--- config.mk ---
export PLATFORM = sky130hd
export DESIGN_NAME = dns_query_message_builder
export DESIGN_NICKNAME = d
export VERILOG_FILES = /design/src/rtl/dnsqb_pkg.sv /design/src/rtl/dns_query_message_builder.sv
export SDC_FILE = /design/constraint.sdc
export NUM_CORES = 1
export LEC_CHECK = 0
export ABC_CLOCK_PERIOD_IN_PS = 5200
export BUFFER_PORTS_ARGS = -buffer_cell sky130_fd_sc_hd__clkbuf_2
export CAP_MARGIN = 25
export CELL_PAD_IN_SITES_DETAIL_PLACEMENT = 0
export CELL_PAD_IN_SITES_GLOBAL_PLACEMENT = 1
export CORE_UTILIZATION = 51
export CTS_BUF_LIST = sky130_fd_sc_hd__clkbuf_2 sky130_fd_sc_hd__clkbuf_4 sky130_fd_sc_hd__clkbuf_8
export DETAILED_ROUTE_END_ITERATION = 10
export GPL_TIMING_DRIVEN = 0
export PLACE_DENSITY_LB_ADDON = 0.25
export SYNTH_ARGS = -nofsm -noshare
export SYNTH_HDL_FRONTEND = slang
export SYNTH_SLANG_ARGS = --single-unit
--- constraint.sdc ---
create_clock -name i_clk -period 5.2 [get_ports i_clk]
set_input_delay 1.56 -clock i_clk [delete_from_list [all_inputs] [get_ports i_clk]]
set_output_delay 1.56 -clock i_clk [all_outputs]
set_load 0.02 [all_outputs]
--- src/rtl/dnsqb_pkg.sv ---
// Shared types and constants for the DNS query message builder.
// No dependencies; imported by dns_query_message_builder.
package dnsqb_pkg;

    localparam int MAX_LABEL = 32;  // bytes held per label, 1..63
    localparam int CNT_W     = $clog2(MAX_LABEL + 1);
    localparam int ADDR_W    = (MAX_LABEL > 1) ? $clog2(MAX_LABEL) : 1;

    localparam logic [7:0]  DOT_CHAR      = 8'h2E;
    localparam logic [15:0] QDCOUNT_ONE   = 16'h0001;
    localparam logic [15:0] RST_QTYPE     = 16'h0001;
    localparam logic [15:0] RST_QCLASS    = 16'h0001;
    localparam logic [15:0] RST_FLAGS     = 16'h0100;

    localparam logic [3:0]  HDR_LEN       = 4'd12;
    localparam logic [3:0]  TAIL_LEN      = 4'd5;

    localparam logic [1:0]  REG_QTYPE     = 2'd0;
    localparam logic [1:0]  REG_QCLASS    = 2'd1;
    localparam logic [1:0]  REG_FLAGS     = 2'd2;

    typedef enum logic [1:0] {
        CMD_START = 2'd0,
        CMD_CHAR  = 2'd1,
        CMD_END   = 2'd2
    } t_cmd;

    typedef enum logic [2:0] {
        ST_IDLE,
        ST_HDR,
        ST_LEN,
        ST_CHARS,
        ST_TAIL
    } t_state;

endpackage

--- src/rtl/dns_query_message_builder.sv ---
// DNS single-question query message builder: header, labels, type and class.
// Depends on dnsqb_pkg; holds the label memory internally.
//
//  channel   direction  signals                                         moves
//  in        in         i_in_valid/o_in_ready, command, id, char        one command
//  out       out        o_out_valid/i_out_ready, byte, final, too_long  one message byte
//  cfg       in         psel/penable/pwrite/paddr/pwdata/prdata/pready  register access
//
// A name character or an ignored command is taken while idle. A start sends the
// 12 header bytes, an end flushes any pending label and then sends the 5 tail bytes,
// and a flushing dot sends the length byte and the n bytes of an n-byte label; no new
// command is taken until these are sent. The output register moves one byte per cycle
// while not stalled, and the label memory gives one byte per cycle through its single
// registered read port. Reset is synchronous; the label memory is never cleared, since
// only entries written in the current label are read. A stalled output holds the sequencer.
module dns_query_message_builder
    import dnsqb_pkg::*;
(
    input  logic        i_clk,
    input  logic        i_rst_n,

    input  logic        i_in_valid,
    output logic        o_in_ready,
    input  logic [1:0]  i_command,
    input  logic [15:0] i_query_id,
    input  logic [7:0]  i_name_char,

    output logic        o_out_valid,
    input  logic        i_out_ready,
    output logic [7:0]  o_wire_byte,
    output logic        o_final_byte,
    output logic        o_label_too_long,

    input  logic        psel,
    input  logic        penable,
    input  logic        pwrite,
    input  logic [3:0]  paddr,
    input  logic [31:0] pwdata,
    output logic [31:0] prdata,
    output logic        pready
);

    logic [7:0]        label_store [MAX_LABEL];

    t_state            r_state, n_state;
    logic [3:0]        r_step, n_step;
    logic [ADDR_W-1:0] r_idx, n_idx;
    logic [CNT_W-1:0]  r_count, n_count;
    logic              r_overflow, n_overflow;
    logic              r_end, n_end;
    logic [15:0]       r_id, n_id;
    logic [7:0]        r_rd_data;

    logic [15:0]       r_qtype, r_qclass, r_flags;

    logic              r_out_valid;
    logic [7:0]        r_out_byte;
    logic              r_out_final;
    logic              r_out_tl;

    logic              in_xfer, out_free, emit;
    logic [7:0]        e_byte;
    logic              e_final, e_tl;
    logic              mem_we;
    logic              last_char;
    t_cmd              cmd;

    assign cmd       = t_cmd'(i_command);
    assign o_in_ready = (r_state == ST_IDLE);
    assign in_xfer   = i_in_valid && o_in_ready;
    assign out_free  = !r_out_valid || i_out_ready;
    assign last_char = (CNT_W'(r_idx) == r_count - CNT_W'(1));

    // Configuration registers
    always_ff @(posedge i_clk) begin
        if (!i_rst_n) begin
            r_qtype  <= RST_QTYPE;
            r_qclass <= RST_QCLASS;
            r_flags  <= RST_FLAGS;
        end else if (psel && penable && pwrite && pready) begin
            case (paddr[3:2])
                REG_QTYPE:  r_qtype  <= pwdata[15:0];
                REG_QCLASS: r_qclass <= pwdata[15:0];
                REG_FLAGS:  r_flags  <= pwdata[15:0];
                default: ;
            endcase
        end
    end

    assign pready = 1'b1;

    always_comb begin
        case (paddr[3:2])
            REG_QTYPE:  prdata = {16'd0, r_qtype};
            REG_QCLASS: prdata = {16'd0, r_qclass};
            REG_FLAGS:  prdata = {16'd0, r_flags};
            default:    prdata = 32'd0;
        endcase
    end

    // Next state
    always_comb begin
        n_state    = r_state;
        n_step     = r_step;
        n_idx      = r_idx;
        n_count    = r_count;
        n_overflow = r_overflow;
        n_end      = r_end;
        n_id       = r_id;
        mem_we     = 1'b0;

        case (r_state)
            ST_IDLE: begin
                if (in_xfer) begin
                    case (cmd)
                        CMD_START: begin
                            n_count    = '0;
                            n_overflow = 1'b0;
                            n_id       = i_query_id;
                            n_step     = '0;
                            n_state    = ST_HDR;
                        end
                        CMD_CHAR: begin
                            if (i_name_char == DOT_CHAR) begin
                                n_end = 1'b0;
                                n_idx = '0;
                                if (r_count != '0) begin
                                    n_state = ST_LEN;
                                end else begin
                                    n_overflow = 1'b0;
                                end
                            end else if (r_count < CNT_W'(MAX_LABEL)) begin
                                mem_we  = 1'b1;
                                n_count = r_count + CNT_W'(1);
                            end else begin
                                n_overflow = 1'b1;
                            end
                        end
                        CMD_END: begin
                            n_end  = 1'b1;
                            n_idx  = '0;
                            n_step = '0;
                            if (r_count != '0) begin
                                n_state = ST_LEN;
                            end else begin
                                n_overflow = 1'b0;
                                n_state    = ST_TAIL;
                            end
                        end
                        default: ;
                    endcase
                end
            end
            ST_HDR: begin
                if (emit) begin
                    n_step = r_step + 4'd1;
                    if (r_step == HDR_LEN - 4'd1) begin
                        n_state = ST_IDLE;
                    end
                end
            end
            ST_LEN: begin
                if (emit) begin
                    n_state = ST_CHARS;
                end
            end
            ST_CHARS: begin
                if (emit) begin
                    if (last_char) begin
                        // Label done: drop it and move on
                        n_idx      = '0;
                        n_count    = '0;
                        n_overflow = 1'b0;
                        n_step     = '0;
                        n_state    = r_end ? ST_TAIL : ST_IDLE;
                    end else begin
                        n_idx = r_idx + ADDR_W'(1);
                    end
                end
            end
            ST_TAIL: begin
                if (emit) begin
                    n_step = r_step + 4'd1;
                    if (r_step == TAIL_LEN - 4'd1) begin
                        n_state = ST_IDLE;
                    end
                end
            end
            default: n_state = ST_IDLE;
        endcase
    end

    // Byte generation
    always_comb begin
        emit    = 1'b0;
        e_byte  = 8'd0;
        e_final = 1'b0;
        e_tl    = 1'b0;
        case (r_state)
            ST_HDR: begin
                emit = out_free;
                case (r_step)
                    4'd0:    e_byte = r_id[15:8];
                    4'd1:    e_byte = r_id[7:0];
                    4'd2:    e_byte = r_flags[15:8];
                    4'd3:    e_byte = r_flags[7:0];
                    4'd4:    e_byte = QDCOUNT_ONE[15:8];
                    4'd5:    e_byte = QDCOUNT_ONE[7:0];
                    default: e_byte = 8'd0;
                endcase
            end
            ST_LEN: begin
                emit   = out_free;
                e_byte = 8'(r_count);
                e_tl   = r_overflow;
            end
            ST_CHARS: begin
                emit   = out_free;
                e_byte = r_rd_data;
            end
            ST_TAIL: begin
                emit = out_free;
                case (r_step)
                    4'd1:    e_byte = r_qtype[15:8];
                    4'd2:    e_byte = r_qtype[7:0];
                    4'd3:    e_byte = r_qclass[15:8];
                    4'd4:    e_byte = r_qclass[7:0];
                    default: e_byte = 8'd0;
                endcase
                e_final = (r_step == TAIL_LEN - 4'd1);
            end
            default: ;
        endcase
    end

    // Label memory: read address follows the next index so r_rd_data always
    // matches r_idx. Writes happen only in idle, so they are done before a flush starts.
    always_ff @(posedge i_clk) begin
        if (mem_we) begin
            label_store[r_count[ADDR_W-1:0]] <= i_name_char;
        end
        r_rd_data <= label_store[n_idx];
    end

    always_ff @(posedge i_clk) begin
        if (!i_rst_n) begin
            r_state    <= ST_IDLE;
            r_step     <= '0;
            r_idx      <= '0;
            r_count    <= '0;
            r_overflow <= 1'b0;
            r_end      <= 1'b0;
            r_out_valid <= 1'b0;
        end else begin
            r_state    <= n_state;
            r_step     <= n_step;
            r_idx      <= n_idx;
            r_count    <= n_count;
            r_overflow <= n_overflow;
            r_end      <= n_end;
            if (emit) begin
                r_out_valid <= 1'b1;
            end else if (i_out_ready) begin
                r_out_valid <= 1'b0;
            end
        end
    end

    // Payload registers
    always_ff @(posedge i_clk) begin
        r_id <= n_id;
        if (emit) begin
            r_out_byte  <= e_byte;
            r_out_final <= e_final;
            r_out_tl    <= e_tl;
        end
    end

    assign o_out_valid      = r_out_valid;
    assign o_wire_byte      = r_out_byte;
    assign o_final_byte     = r_out_final;
    assign o_label_too_long = r_out_tl;

    a_count_bound: assert property (@(posedge i_clk) disable iff (!i_rst_n)
        r_count <= CNT_W'(MAX_LABEL))
        else $error("label count beyond buffer size");

    a_overflow_full: assert property (@(posedge i_clk) disable iff (!i_rst_n)
        r_overflow |-> (r_count == CNT_W'(MAX_LABEL)))
        else $error("overflow flagged on a label that is not full");

    a_idx_in_label: assert property (@(posedge i_clk) disable iff (!i_rst_n)
        (r_state == ST_CHARS) |-> (CNT_W'(r_idx) < r_count))
        else $error("label read index past stored characters");

    a_flush_nonempty: assert property (@(posedge i_clk) disable iff (!i_rst_n)
        (r_state == ST_LEN) |-> (r_count != '0))
        else $error("length byte for an empty label");

endmodule
# Word level (Yosys, flattened, before mapping)
# Memory sizes are Yosys's and may differ from the RTL's. A register that Yosys moved wholly into a read port is not among the register bits.
# Cells that the tools add are included.
dict set report classes {
  add_sub_neg 4
  multipliers 0
  n_div 0
  n_lt_le_gt_ge 1
  eq_ne 34
  shifts 0
  mux 57
  n_bitwise 0
  reduce_logical 26
}
# op n
set op_table {}
lappend op_table {{8-bit case mux with 4 select lines} 2}
lappend op_table {{16-bit case mux with 3 select lines} 1}
lappend op_table {{8-bit case mux with 5 select lines} 1}
lappend op_table {{3-bit two-way mux} 12}
lappend op_table {{6-bit two-way mux} 5}
lappend op_table {{6-bit case mux with 2 select lines} 2}
lappend op_table {{4-bit two-way mux} 5}
lappend op_table {{5-bit two-way mux} 4}
lappend op_table {{5-bit case mux with 2 select lines} 2}
lappend op_table {{2-bit != test (second input constant)} 9}
lappend op_table {{1-bit two-way mux} 17}
lappend op_table {{3-bit case mux with 5 select lines} 1}
lappend op_table {{3-bit != test (second input constant)} 4}
lappend op_table {{4-bit case mux with 3 select lines} 1}
lappend op_table {{6-bit AND reduction} 2}
lappend op_table {{11-bit AND reduction} 1}
lappend op_table {{3-bit case mux with 3 select lines} 1}
lappend op_table {{4-bit by 2-bit == test with 1-bit output (second input constant)} 2}
lappend op_table {{4-bit by 3-bit == test with 1-bit output (second input constant)} 2}
lappend op_table {{8-bit by 6-bit == test with 1-bit output (second input constant)} 1}
lappend op_table {{7-bit AND reduction} 1}
lappend op_table {{6-bit by 1-bit adder with 6-bit output (second input constant)} 1}
lappend op_table {{3-bit by 2-bit == test with 1-bit output (second input constant)} 2}
lappend op_table {{5-bit by 6-bit == test with 1-bit output} 1}
lappend op_table {{30 further kinds} 42}
dict set report totals {
  register_bits 95
  latchBits 0
  mem_bits_rw 256
  rom_bits 0
  word_cells 137
  mem_count 1
}
# memory words word_bits rd rd_ports_with_merged_regs wr line
set mem_list {}
lappend mem_list {label_store 32 8 1 1 1 dns_query_message_builder.sv:43} ;# logic [7:0] label_store [MAX_LABEL];

# Logic depth before layout (Yosys ltp)
dict set report logic_depth {
  word_depth 8
  depth_mapped 16
}

# Least setup slack after synthesis
# No wires, ideal clock.
dict set report synth_path {
  path_type {input port to output port}
  from {input paddr[2]}
  to {output prdata[10]}
  arrival_time_ps 3044
  slack_ps 596
  cell_stages 4
  n_path_buf 2
  path_cell_list {buf_1 -> clkbuf_1 -> mux2i_1 -> o21ai_0}
}
dict set report synth_between {
  elab_chain_cells 2
  elab_cells_between_ends 4
  classes_between {eq/ne: 2; mux: 1; reduce/logical: 1}
}
# element line
set synth_lines {}
lappend synth_lines {{from (decl)} dns_query_message_builder.sv:37} ;# input logic [3:0] paddr,
lappend synth_lines {{2-bit == test (tied with other cells)} dns_query_message_builder.sv:93} ;# case (paddr[3:2])
lappend synth_lines {{16-bit case mux with 3 select lines (*)} dns_query_message_builder.sv:93}
lappend synth_lines {{to (decl)} dns_query_message_builder.sv:39} ;# output logic [31:0] prdata,
# Mark *: on every way between the ends. The rest lies on a longest branch, timed or not.

# Worst setup path in the final report
dict set report layout_path {
  from {input i_name_char[7]}
  to {register r_rd_data[3], read port of label_store}
}
dict set report layout_between {
  elab_chain_cells 5
}
# element line
set layout_lines {}
lappend layout_lines {{from (decl)} dns_query_message_builder.sv:26} ;# input logic [7:0] i_name_char,
lappend layout_lines {{8-bit by 6-bit == test with 1-bit output} dns_query_message_builder.sv:124} ;# if (i_name_char == DOT_CHAR) begin
lappend layout_lines {{5-bit two-way mux} dns_query_message_builder.sv:124}
lappend layout_lines {{5-bit case mux with 2 select lines} dns_query_message_builder.sv:115} ;# case (cmd)
lappend layout_lines {{5-bit two-way mux} dns_query_message_builder.sv:114} ;# if (in_xfer) begin
lappend layout_lines {{5-bit case mux with 2 select lines} dns_query_message_builder.sv:112} ;# case (r_state)
lappend layout_lines {{to (decl)} dns_query_message_builder.sv:52} ;# logic [7:0] r_rd_data;
# Every way passes these cells.
# A chain may end at the register's enable or synchronous reset.

==> reports/results.tsv <==
stage	metric	value	unit
detailed_routing	Via-to-Cell Ratio	5.923	
detailed_routing	detailed-route wire length per cell	22.35	microns
global_routing	maximum number of pins on one net before global-route repair	34	
cts	setup bufs post-CTS	0	
synthesis	number of cells produced by synthesis	1249	
timing	Period Utilization, post-route	98.39	%
global_routing	number of antenna violations at the first check in global routing	0	
power	worst voltage drop across the vdd grid	0.2104	mV
detailed_routing	via count of the routed design	10910	
min_path	WHS Path Cells	2	
critical_path	critical path peak fanout	33	
outcome	status	completed	
synthesis	post-synthesis sequential element count	359	
synthesis	number of synthesized flops with an enable pin	282	
power	sequential share of power	49.6	%
synthesis	commonest register cell after synthesis	edfxtp_1	
global_routing	vias in the first global route	10210	
floorplan	die height	176.5	microns
power	Static Leakage	6.108	nW
synthesis	Async SR Flop Fraction	0	%
detailed_routing	drt initial violations	1201	
global_routing	wire length of the first global-routing pass	61000	microns
critical_path	element type at the critical path start	input pin	
cts	CTS H-tree depth	2	
run	max capacitance violation total	0	
cts	CTS Buf Count	58	
cts	post-CTS sizing	0	
floorplan	floorplan die area	31140	sq um
timing	sum of negative setup slack	0	ns
global_routing	total global routing overflow	0	
cts	clock transition at the registers of the reported paths	0.06	ns
final_layout	number of standard cells in the final layout excluding fillers	1842	
synthesis	distinct cell type count of the synthesized netlist	69	
power	switching power as a share of total power	27.19	%
critical_path	minimum setup slack among reg-to-reg paths	0.77	ns
min_path	worst min-delay path class	reg2reg	
timing	transition time at the pin with the least slew margin	0.9904	ns
synthesis	Syn Std Cell Area	15520	sq um
final_layout	share of post-route cells with drive strength above 1	17.01	%
floorplan	I/O pin count	114	
critical_path	Required @ worst endpoint	5.68	ns
final_layout	final cell utilization of the core	59.15	%
power	total power after layout	6.554	mW
placement	area after detailed placement	16470	sq um
power	power share of the combinational group	13.5	%
final_layout	final design area excluding fillers	17620	sq um
power	switching power	1.782	mW
critical_path	nature of the critical path endpoint	flip-flop	
detailed_routing	final WL	41160	microns
cts	number of hold buffers added after cts	0	
power	Clock Power Share	36.9	%
floorplan	floorplan row count	63	
cts	clk root buf	clkbuf_8	
detailed_routing	first-pass iteration count of the detailed router	7	
power	Internal Power	4.772	mW
cts	CTS Sinks	359	
timing	Pins Over Slew Limit	0	
detailed_routing	count of antenna-violating nets left after detailed routing	0	
timing	hold violation count in the final report	0	
timing	RSZ-0062 raised after global routing	false	
timing	worst slew margin relative to its limit	33.97	%
timing	Clock Skews	0.04870	ns
critical_path	endpoint arrival time on the critical path	5.60	ns
power	Pwr Density	371.9	nW/um^2
final_layout	final layout net count	1483	
critical_path	critical path class	in2reg	
synthesis	post-synthesis sequential area ratio	64.47	%
final_layout	layout overhead on the synthesized area	13.52	%
cts	source-to-sink clock delay at the later pin of the worst-skew pair	0.63	ns
synthesis	mean instance size in the synthesized netlist	12.43	sq um
cts	TritonCTS clock tree	done	
final_layout	Filler Cell Count	2454	
floorplan	Die X	176.5	microns
synthesis	Ys Warns	0	
timing	time the worst path needs with I/O delays and setup	5.116	ns
placement	placed wire-length estimate after detailed placement	27530	microns
floorplan	standard cell core area	29800	sq um
placement	gpl congestion	0.9322	
placement	Placed Cells	1732	
timing	setup ws final	0.08370	ns
placement	pre-CTS WS	-0.4172	ns
timing	worst hold margin	0.4822	ns
final_layout	antenna diode count	0	
placement	number of port buffers	77	
timing	number of failing setup endpoints in the final timing report	0	
timing	upper clock frequency limit	195.5	MHz
cts	Bufs on Longest Clock Path	3	
critical_path	worst reg2reg path depth	13	
detailed_routing	DRC viols	0	
global_routing	all-layer global routing usage	26.54	%
floorplan	starting density of the core	52.10	%
## routing by layer
layer | part of all wire, % | track usage [%] | up-vias
met5 | 0 | 0 | -
met4 | 3.4 | 10.20 | 0
met3 | 7.9 | 4.651 | 94
met2 | 45 | 40.88 | 535
met1 | 43 | 37.59 | 5302
li1 | - | - | 4979
## cells in the mapped netlist, drive strengths merged, types with 12 or more instances
master  count  share of area, %
nand2     221               5.4
a221oi     37               2.1
a31oi      19              0.77
and2       17              0.69
mux2i      65               4.2
a22oi      28               1.4
a21boi     47               2.3
edfxtp    282                55
o21ai      49               1.6
buf        49               2.1
and3       13              0.52
a21oi      29               1.0
nor3       16              0.58
nor2       65               1.8
dfxtp      77               9.9
nand3      46               1.5
clkbuf     44               1.1
ha         12              0.97
## cells by family after synthesis
logic type,Yosys count,synth area share [%]
xor gates and xnor gates,10,0.5641
buffers and inverters,103,3.433
and+or+nand+nor,417,12.28
adders and majority gates,12,0.9671
DFF,359,64.47
other,2,0.04837
muxes,75,5.569
AOI/OAI and AO/OA,271,12.66
## power groups by stage
stage                     Combinational, mW  Clock [mW]  Sequential, mW
after floorplan                       0.525           0            3.35
after global placement                0.849           0            3.32
after detailed placement              0.874           0            3.31
after CTS                             0.877        2.45            3.25
after global routing                  0.962        2.56            3.26
final                                 0.883        2.42            3.25
## critical path: stages
cell and delay [ns]:
clkbuf_2 0.49, or4b_1 0.78, o21ai_1 0.36, nand3_1 0.22, nand3_1 0.16, nand2_1 0.16, buf_6 0.22, nor2_1 0.34
clkbuf_1 0.52, a32oi_1 0.21, o22a_1 0.27, a31oi_1 0.28
## area by class of cell
| class | instances | area, sq um | share of cell area (%) |
|---|---|---|---|
| Clock buffer | 68 | 873.3 | 4.956 |
| Buffer | 92 | 494.2 | 2.804 |
| Tap cell | 390 | 488.0 | 2.769 |
| Multi-Input combinational cell | 802 | 5044 | 28.62 |
| Inverter | 10 | 37.54 | 0.2130 |
| Timing Repair Buffer | 79 | 401.6 | 2.279 |
| Sequential cell | 359 | 10010 | 56.80 |
| Clock inverter | 42 | 275.3 | 1.562 |
## state kept, by name (all words and copies together) (netlist names)
register,cells
r_idx,5
r_rd_data,8
r_state,3
r_flags,16
o_out_valid,1
r_end,1
o_label_too_long,1
r_overflow,1
r_qclass,16
r_id,16
label_store,256
r_count,6
o_final_byte,1
r_step,4
o_wire_byte,8
r_qtype,16
## layout by cell type (no fill, tap or decap), drive strengths merged, types with 35 or more instances in the layout
master	Yosys	final
a21boi	47	47
a221oi	37	37
buf	49	50
clkbuf	44	189
clkinv	0	35
dfxtp	77	77
edfxtp	282	282
mux2i	65	65
nand2	221	221
nand3	46	46
nor2	65	65
o21ai	49	49
## worst paths after layout
| kind | endpoint | start |
|---|---|---|
| worst max-delay path | r_rd_data[3] | i_name_char[7] |
| worst max register to register | r_rd_data[6] | r_count[0] |
| worst min-delay path | r_qtype[13] | r_qtype[13] |
| worst min register to register | r_qtype[13] | r_qtype[13] |
(Power assumes the default switching activity.)
